## src/rtl/core/smsd_pkg.sv

```systemverilog
// shared constants and controller/datapath interface types for the median spike detector
package smsd_pkg;

    localparam int SAMPLE_W     = 8;
    localparam int BIN_W        = 8;
    localparam int HIST_DEPTH   = 256;
    localparam int BIN_MAX      = HIST_DEPTH - 1;
    localparam int DM_W         = 9;
    localparam int TOTAL_W      = 32;
    localparam int WLEN_W       = 11;
    localparam int WLEN_RESET   = 5;
    localparam int MAX_WINDOW   = 1024;
    localparam int S_TDATA_W    = 8;
    localparam int M_TDATA_W    = 48;

    typedef struct packed {
        logic load;
        logic scan_rd;
        logic old_rd;
        logic dec_wr;
        logic inc_rd;
        logic inc_wr;
        logic out_load;
    } t_dp_cmd;

    typedef struct packed {
        logic full;
        logic scan_last;
        logic out_free;
    } t_dp_status;

endpackage

```

## src/rtl/core/smsd_ctrl.sv

```systemverilog
// sequencing state machine for the median spike detector
module smsd_ctrl (
    input  logic                  i_clk,
    input  logic                  i_rst_n,
    input  logic                  i_s_tvalid,
    output logic                  o_s_tready,
    input  smsd_pkg::t_dp_status  i_status,
    output smsd_pkg::t_dp_cmd     o_cmd
);
    import smsd_pkg::*;

    localparam logic [2:0] ST_IDLE      = 3'd0;
    localparam logic [2:0] ST_SCAN      = 3'd1;
    localparam logic [2:0] ST_SCAN_TAIL = 3'd2;
    localparam logic [2:0] ST_DEC_WR    = 3'd3;
    localparam logic [2:0] ST_INC_RD    = 3'd4;
    localparam logic [2:0] ST_INC_WR    = 3'd5;
    localparam logic [2:0] ST_DONE      = 3'd6;

    logic [2:0] r_state;
    logic [2:0] n_state;

    always_comb begin
        n_state    = r_state;
        o_cmd      = '0;
        o_s_tready = 1'b0;
        case (r_state)
            ST_IDLE: begin
                o_s_tready = 1'b1;
                if (i_s_tvalid) begin
                    o_cmd.load = 1'b1;
                    n_state    = i_status.full ? ST_SCAN : ST_INC_RD;
                end
            end
            ST_SCAN: begin
                o_cmd.scan_rd = 1'b1;
                if (i_status.scan_last) begin
                    n_state = ST_SCAN_TAIL;
                end
            end
            ST_SCAN_TAIL: begin
                o_cmd.old_rd = 1'b1;
                n_state      = ST_DEC_WR;
            end
            ST_DEC_WR: begin
                o_cmd.dec_wr = 1'b1;
                n_state      = ST_INC_RD;
            end
            ST_INC_RD: begin
                o_cmd.inc_rd = 1'b1;
                n_state      = ST_INC_WR;
            end
            ST_INC_WR: begin
                o_cmd.inc_wr = 1'b1;
                n_state      = ST_DONE;
            end
            ST_DONE: begin
                if (i_status.out_free) begin
                    o_cmd.out_load = 1'b1;
                    n_state        = ST_IDLE;
                end
            end
            default: begin
                n_state = ST_IDLE;
            end
        endcase
    end

    always_ff @(posedge i_clk) begin
        if (!i_rst_n) begin
            r_state <= ST_IDLE;
        end else begin
            r_state <= n_state;
        end
    end

    assert property (@(posedge i_clk) disable iff (!i_rst_n)
        o_cmd.load |=> (r_state == ST_SCAN || r_state == ST_INC_RD))
        else $error("item load did not start scan or update");

    assert property (@(posedge i_clk) disable iff (!i_rst_n)
        o_cmd.old_rd |=> o_cmd.dec_wr ##1 o_cmd.inc_rd ##1 o_cmd.inc_wr)
        else $error("histogram update sequence broken");

    assert property (@(posedge i_clk) disable iff (!i_rst_n)
        $countones(o_cmd) <= 1)
        else $error("more than one datapath command at once");

endmodule

```

## config.mk

```make
export PLATFORM = sky130hd
export DESIGN_NAME = smsd_ctrl
export DESIGN_NICKNAME = d
export VERILOG_FILES = /design/src/rtl/core/smsd_pkg.sv /design/src/rtl/core/smsd_ctrl.sv
export SDC_FILE = /design/constraint.sdc
export NUM_CORES = 1
export LEC_CHECK = 0
export BUFFER_PORTS_ARGS = -buffer_cell sky130_fd_sc_hd__buf_2
export CAP_MARGIN = 20
export CORE_AREA = 2 2 39 41
export DETAILED_ROUTE_END_ITERATION = 10
export DIE_AREA = 0 0 41 43
export HOLD_SLACK_MARGIN = 0.02
export PLACE_DENSITY = 0.42
export SETUP_SLACK_MARGIN = 0.4
export SYNTH_ARGS = -nofsm -noshare
export SYNTH_HDL_FRONTEND = slang
export SYNTH_SLANG_ARGS = --single-unit
```

## constraint.sdc

```tcl
create_clock -name i_clk -period 1.5 [get_ports i_clk]
set_input_delay 0.3 -clock i_clk [delete_from_list [all_inputs] [get_ports i_clk]]
set_output_delay 0.3 -clock i_clk [all_outputs]
set_load 0.02 [all_outputs]
```

==> impl_metrics.ini, run 1 <==
[status]
status = completed

[worst_hold_path]
worstHoldStart = i_rst_n
hp-class = in2reg

[routing]
via_per_inst = 4.40
drc = 0
first_iter_violations = 1
firstDrtPassIters = 2
final_antenna_net_count = 0
vias = 295
drt-total-wl_um = 629
post_drt_wl_per_cell_um = 9.39

[yosys]
synthTopCellsByCount = nor2_1 (4), dfxtp_1 (3), nor3_1 (3), nand2_1 (2), o211a_1 (2)
synth_area_leaders = dfxtp_1 (22%), o211a_1 (7.3%), nor3_1 (5.5%)
seq_area_frac_synth = 0.220
synth_top_area_frac = 0.220
ys_warn_count = 0
synth_xor_area_frac = 0
synth_edf_count = 0
synthesis.instances = 32
synth_flop_cell = dfxtp_1
ys_seq_elements = 3
yosysTopAreaCell = dfxtp_1
syn-num-nets = 38
muxShareOfSynthArea = 0
synth-compound-area-share = 0.239
synth_top_family_by_area = simple AND/OR/NAND/NOR gates
yosys.area_share.adder = 0
synth_area_um2 = 273
async_flop_share = 0
yosysMostFrequentCell = nor2_1
synth-simple-area-share = 0.440
syn_avg_cell_area_um2 = 8.52
ys_types = 23

[pwr]
power_uw = 650
leakage_nw = 0.229
ir_drop_mv = 0.415
powerDensity_nw_per_um2 = 1370

[timing]
fmax_mhz = 727
tightest_slew_ns = 0.313
period_share = 0.917
fin_worst_skew_ns = 0.00244
slew_viol_final = 0
timing.final.ws_setup_ns = 0.125
setup_viol = 0
slew_headroom = 0.790
finalHoldViolations = 0
finalSetupTns_ns = 0
rsz0062_at_grt = yes
fin_crit_ns = 1.38

[layout]
final_util = 0.343
largestRegisters = r_state (3)
drive_above_1_share = 0.706
final_cells = 67
top_register = r_state
fillers = 145
area_growth_pct = 73.9
largest_register_ffs = 3
n_antenna_cell = 0
nNetsFinal = 58

[critical_path]
crit_fanout = 6
path_cells = buf_6 > nor3_4 > and2_4 > buf_6
regToRegStartpoint = r_state[1]
cp-start-kind = flip-flop
crit_slowest_cell = dfxtp_4
crit_arrival_ns = 1.08
path_common_cell = buf_6
required_ns = 1.20
cp_slowest_stage_delay_ns = 0.35
crit_path_end_kind = primary output
critical_path_class = reg2out
cp-startpoint = r_state[0]

[placed_design]
portBuffers = 13
place.gp.congestion = 0.656
dp_slack_ns = 0.122
dp_hpwl_um = 450
placed_cells = 60

[floorplan]
io_pins = 14
die_width_um = 41
die_h_um = 43
start_util = 0.197
core_area_um2 = 1380
dieArea_um2 = 1760
num_rows = 14

[clock_tree]
numCtsBuffers = 3
clk_latency_ns = 0.23
cts_hold_buf = 0
h-tree-depth = 1
cts_tree = built
cts_buffer_depth = 2
cts_root_buf = clkbuf_4
clk_pin_slew_worst_paths_ns = 0.04
cts_sinks = 3

[global_route]
antenna_found_initial = 0
grt_pass1_wl_um = 952
track_usage = 0.0833
grt_remaining_overflow = 0
grt_max_degree = 10
grt_pass1_vias = 255

[run]
maxCapViolCount = 0
-- power by group --
group	internal [mW]	leakage [nW]	total (mW)	switching, mW
registers	0.107	0.0267	0.147	0.0403
logic	0.196	0.187	0.364	0.169
clock network	0.0995	0.0150	0.139	0.0393
total	0.402	0.229	0.650	0.248
-- per-layer routing --
layer	global-route usage	vias up	routed length, µm
met2	0.106	7	312
met4	0.0800	0	0
met3	0.0314	0	27
met5	0	-	0
li1	-	157	-
met1	0.0997	131	289
-- cell families after synthesis --
family,count (synthesis)
simple gates,18
flops,3
compound gates,7
buf+inv,4
-- placed cells by master, fill, tap and decap left out, types with 2 or more instances in the layout --
cell type	netlist	final
nand2_1	2	2
clkbuf_4	0	3
dfxtp_4	0	3
o211a_1	2	2
buf_4	1	6
buf_2	1	8
nor3_1	3	2
buf_6	1	4
nor2_1	4	3
-- final timing paths --
check | end | slack (ns) | cells past startpoint
setup reg to reg | r_state[0] | 0.22 | 4
hold / removal | r_state[1] | 0.33 | 2
setup / recovery | o_cmd[6] | 0.12 | 4
hold reg to reg | r_state[0] | 0.64 | 2
-- timing repair --
action                                 4_1_cts  5_1_grt
resized for setup                           15        0
setup buffers                                3        0
endpoints found under the hold margin        0        0
pin swaps                                    2        1
setup endpoints to repair                   11       11
-- critical path: cells and delay by family (launching register included) --
family	cells	cell delay (ns)
buf+inv	2	0.23
simple gates	2	0.27
flops	1	0.35
-- stage by stage --
| stage | area, µm² | hold WS, ns |
|---|---|---|
| final | 474 | 0.334 |
| after global routing | 474 | 0.345 |
| after CTS | 474 | 0.327 |
| after detailed placement | 379 | 0.585 |
| after global placement | 379 | 0.587 |
| after floorplan | 309 | 0.433 |
-- area by class of cell --
class	instances	area, µm²	share of cell area
multi-input combinational	25	223	0.470
inverter	1	3.75	0.00792
sequential	3	71.3	0.150
timing repair buffer	18	130	0.274
clock buffer	4	26.3	0.0554
tap	16	20.0	0.0422
(Power assumes the default switching activity.)
==> run 2: changes to the inputs <==
==> constraint.sdc (replaced) <==
create_clock -name i_clk -period 1.8 [get_ports i_clk]
set_input_delay 0.36 -clock i_clk [delete_from_list [all_inputs] [get_ports i_clk]]
set_output_delay 0.36 -clock i_clk [all_outputs]
set_load 0.02 [all_outputs]
==> impl_metrics.ini, run 2 (synthesis results as in run 1) <==
[routing]
post_drt_wl_per_cell_um = 10.2
firstDrtPassIters = 3
drt-total-wl_um = 713
first_iter_violations = 6
vias = 322
via_per_inst = 4.60
drc = 0
final_antenna_net_count = 0

[floorplan]
die_width_um = 41
die_h_um = 43
core_area_um2 = 1380
num_rows = 14
dieArea_um2 = 1760
start_util = 0.197
io_pins = 14

[placed_design]
portBuffers = 13
place.gp.congestion = 0.627
dp_hpwl_um = 430
place_area_um2 = 350

[clock_tree]
clk_latency_ns = 0.23
cts_sinks = 3
h-tree-depth = 1
numCtsBuffers = 3
clk_pin_slew_worst_paths_ns = 0.04
cts_hold_buf = 0
cts_tree = built
cts_buffer_depth = 2
cts_root_buf = clkbuf_4

[timing]
setup_viol = 0
slew_headroom = 0.815
slew_viol_final = 0
tightest_slew_ns = 0.276
fin_worst_skew_ns = 0.00270
finalHoldViolations = 0
period_share = 0.778
rsz0062_at_grt = yes
fmax_mhz = 714
finalSetupTns_ns = 0
fin_crit_ns = 1.40

[global_route]
antenna_found_initial = 0
grt_pass1_wl_mm = 1.15
grt_pass1_vias = 293
grt_max_degree = 7
track_usage = 0.0962
grt_remaining_overflow = 0

[layout]
nNetsFinal = 61
final_common_cell = buf_2
largest_register_ffs = 3
mostFrequentLayoutCells = buf_2 (8), buf_4 (7), nor2_1 (4), buf_6 (4)
drive_above_1_share = 0.704
largestRegisters = r_state (3)
n_antenna_cell = 0
top_register = r_state
area_growth_pct = 81.7
final_area_um2 = 495

[critical_path]
required_ns = 1.44
crit_fanout = 6
crit_arrival_ns = 1.04
critical_path_class = reg2out
cp-start-kind = flip-flop
crit_path_end_kind = primary output

[run]
maxCapViolCount = 0

[pwr]
leakage_nw = 0.244
powerDensity_nw_per_um2 = 1150
ir_drop_mv = 0.358

[worst_hold_path]
hp-class = in2reg

[status]
status = completed
[run 2: worst paths after layout]
path         slack, ns    endpoint  cells after the start        from
min               0.40  r_state[1]                      2     i_rst_n
max               0.40    o_cmd[6]                      3  r_state[1]
min reg2reg       0.74  r_state[1]                      3  r_state[1]
max reg2reg       0.47  r_state[0]                      5  r_state[1]
[run 2: worst max-delay path: stages (launching register included)]
cell and delay [ns]:
dfxtp_4 0.38, nor3_4 0.17, and2_4 0.16, buf_6 0.10
[run 2: report_power, final]
group | leakage [nW] | internal [mW] | switching, mW
Combinational | 0.202 | 0.182 | 0.145
Sequential | 0.0267 | 0.0893 | 0.0373
Clock | 0.0150 | 0.0829 | 0.0328
[run 2: through the flow]
step | power [mW] | util | cells | hold WS [ns] | setup slack [ns]
5_1_grt | 0.614 | 0.358 | 70 | 0.402 | 0.349
6_report | 0.570 | 0.358 | 70 | 0.398 | 0.400
2_1_floorplan | 0.301 | - | 32 | 0.493 | 0.420
3_3_place_gp | 0.342 | 0.253 | 58 | 0.660 | 0.332
4_1_cts | 0.554 | 0.339 | 70 | 0.385 | 0.392
3_5_place_dp | 0.341 | 0.253 | 58 | 0.642 | 0.325
[run 2: repair_timing]
action,4_1_cts,5_1_grt
pin swaps,2,0
cloned,0,0
setup buffers,8,0
setup endpoints to repair,8,8
resized for setup,17,6
[run 2: per-layer routing]
| layer | up-vias | routed length (µm) | global-route usage | part of all wire |
|---|---|---|---|---|
| met1 | 153 | 294 | 0.121 | 0.41 |
| met5 | - | 0 | 0 | 0 |
| li1 | 161 | - | - | - |
| met3 | 0 | 45 | 0.0157 | 0.063 |
| met4 | 0 | 0 | 0.0600 | 0 |
| met2 | 8 | 373 | 0.144 | 0.52 |
[run 2: area by class of cell]
type / instances / area [µm²]
clock buffer: 4 / 26.3
fill: 145 / 888
inverter: 1 / 3.75
multi-input combinational: 25 / 228
sequential: 3 / 71.3
tap: 16 / 20.0
timing repair buffer: 21 / 146
==> run 3: changes to the inputs <==
--- a/config.mk
+++ b/config.mk
@@ -11,7 +11,7 @@
 export DETAILED_ROUTE_END_ITERATION = 10
 export DIE_AREA = 0 0 41 43
 export HOLD_SLACK_MARGIN = 0.02
-export PLACE_DENSITY = 0.42
+export PLACE_DENSITY = 0.44
 export SETUP_SLACK_MARGIN = 0.4
 export SYNTH_ARGS = -nofsm -noshare
 export SYNTH_HDL_FRONTEND = slang
==> constraint.sdc (replaced) <==
create_clock -name i_clk -period 1.2 [get_ports i_clk]
set_input_delay 0.24 -clock i_clk [delete_from_list [all_inputs] [get_ports i_clk]]
set_output_delay 0.24 -clock i_clk [all_outputs]
set_load 0.02 [all_outputs]
==> impl_metrics.ini, run 3 (synthesis results as in run 1) <==
[status]
status = finished with violations
failed_checks = negative setup slack

[critical_path]
critical_path_class = reg2out
crit_slowest_cell = dfxtp_4
crit_path_end_kind = primary output
cp-start-kind = flip-flop
critical_path_buf_inv_count = 2
path_common_cell = buf_6
cp_slowest_stage_delay_ns = 0.35
path_cells = buf_6 > nor3_4 > and2_4 > buf_6
path_delay_family = flip-flops
crit_arrival_ns = 1.11
crit_fanout = 6
required_ns = 0.96

[placed_design]
placed_cells = 65
place.gp.congestion = 0.668
place_area_um2 = 422
dp_hpwl_um = 514
dp_slack_ns = -0.0254
portBuffers = 13

[floorplan]
start_util = 0.197
num_rows = 14
dieArea_um2 = 1760
die_h_um = 43
die_width_um = 41
io_pins = 14
core_area_um2 = 1380

[worst_hold_path]
hp-class = in2reg

[global_route]
track_usage = 0.0882
grt_pass1_wl_mm = 1.07
grt_max_degree = 16
grt_remaining_overflow = 0
antenna_found_initial = 0
grt_pass1_vias = 281

[layout]
mostFrequentLayoutCells = buf_4 (10), buf_6 (9), buf_2 (7)
largestRegisters = r_state (3)
top_register = r_state
nNetsFinal = 66
final_area_um2 = 577
final_common_cell = buf_4
fillers = 151
final_cells = 75
drive_above_1_share = 0.814
n_antenna_cell = 0
largest_register_ffs = 3
multi_input_area_um2 = 244
area_growth_pct = 111
seqCellArea_um2 = 71.3

[timing]
tightest_slew_ns = 0.338
fin_worst_skew_ns = 0.000137
period_share = 1.12
slew_viol_final = 0
fmax_mhz = 742
finalHoldViolations = 0
timing.final.ws_setup_ns = -0.148
setup_viol = 11
fin_crit_ns = 1.35
rsz0062_at_grt = yes
slew_headroom = 0.774

[pwr]
power_uw = 941
p_seq_frac = 0.212
p_switching_uw = 349
internal-power_uw = 593
leakage_nw = 0.286
powerDensity_nw_per_um2 = 1630
power_frac_comb = 0.603
switching_share = 0.371
ir_drop_mv = 0.743
power_frac_clock = 0.185

[clock_tree]
cts_hold_buf = 0
cts_root_buf = clkbuf_4
h-tree-depth = 1
cts_sinks = 3
clk_pin_slew_worst_paths_ns = 0.04
numCtsBuffers = 3
cts_buffer_depth = 2
cts_tree = built
clk_latency_ns = 0.23

[routing]
via_per_inst = 4.43
post_drt_wl_per_cell_um = 9.83
vias = 332
firstDrtPassIters = 4
first_iter_violations = 2
drc = 0
drt-total-wl_um = 737
final_antenna_net_count = 0

[run]
maxCapViolCount = 0
-- run 3: cell count changes in the layout (fill, tap and decap cells not counted), sizes merged --
cell and change:
buf +6, clkbuf -1
-- run 3: final timing paths --
path                                 start          to  slack (ns)  cells past startpoint
worst max-delay path            r_state[0]    o_cmd[6]       -0.15                      4
worst min-delay path               i_rst_n  r_state[1]        0.28                      2
worst max register to register  r_state[1]  r_state[0]       -0.09                      5
worst min register to register  r_state[1]  r_state[1]        0.66                      2
-- run 3: per-layer routing --
layer / wire (µm) / up-vias / share of wire / global-route usage
li1: - / 172 / - / -
met1: 317 / 153 / 0.43 / 0.102
met2: 385 / 7 / 0.52 / 0.138
met3: 34 / 0 / 0.046 / 0.0157
met4: 0 / 0 / 0 / 0.0600
met5: 0 / - / 0 / 0
-- run 3: stage by stage --
stage / util / TNS [ns] / hold WS [ns]
after floorplan: - / -0.0267 / 0.373
after global placement: 0.305 / -0.00164 / 0.533
after detailed placement: 0.305 / -0.0387 / 0.526
after CTS: 0.371 / -1.12 / 0.266
after global routing: 0.417 / -1.71 / 0.287
final: 0.417 / -1.09 / 0.275
-- run 3: power groups by stage --
| stage | combinational (mW) | sequential [mW] | clock (mW) |
|---|---|---|---|
| 2_1_floorplan | 0.342 | 0.142 | 0 |
| 3_3_place_gp | 0.427 | 0.181 | 0 |
| 3_5_place_dp | 0.427 | 0.184 | 0 |
| 4_1_cts | 0.503 | 0.194 | 0.188 |
| 5_1_grt | 0.602 | 0.209 | 0.193 |
| 6_report | 0.568 | 0.199 | 0.174 |
-- run 3: timing repair --
item                       in CTS  in global routing
pin swaps                       3                  3
setup endpoints to repair      11                 11
setup buffers                   2                  4
gates resized for setup        18                  9
-- run 3: final cells by class --
cell class,count,share of cell area
Multi-Input combinational cell,25,0.423
Timing Repair Buffer,26,0.367
Sequential cell,3,0.124
Clock buffer,4,0.0456
Tap cell,16,0.0347
Inverter,1,0.00651
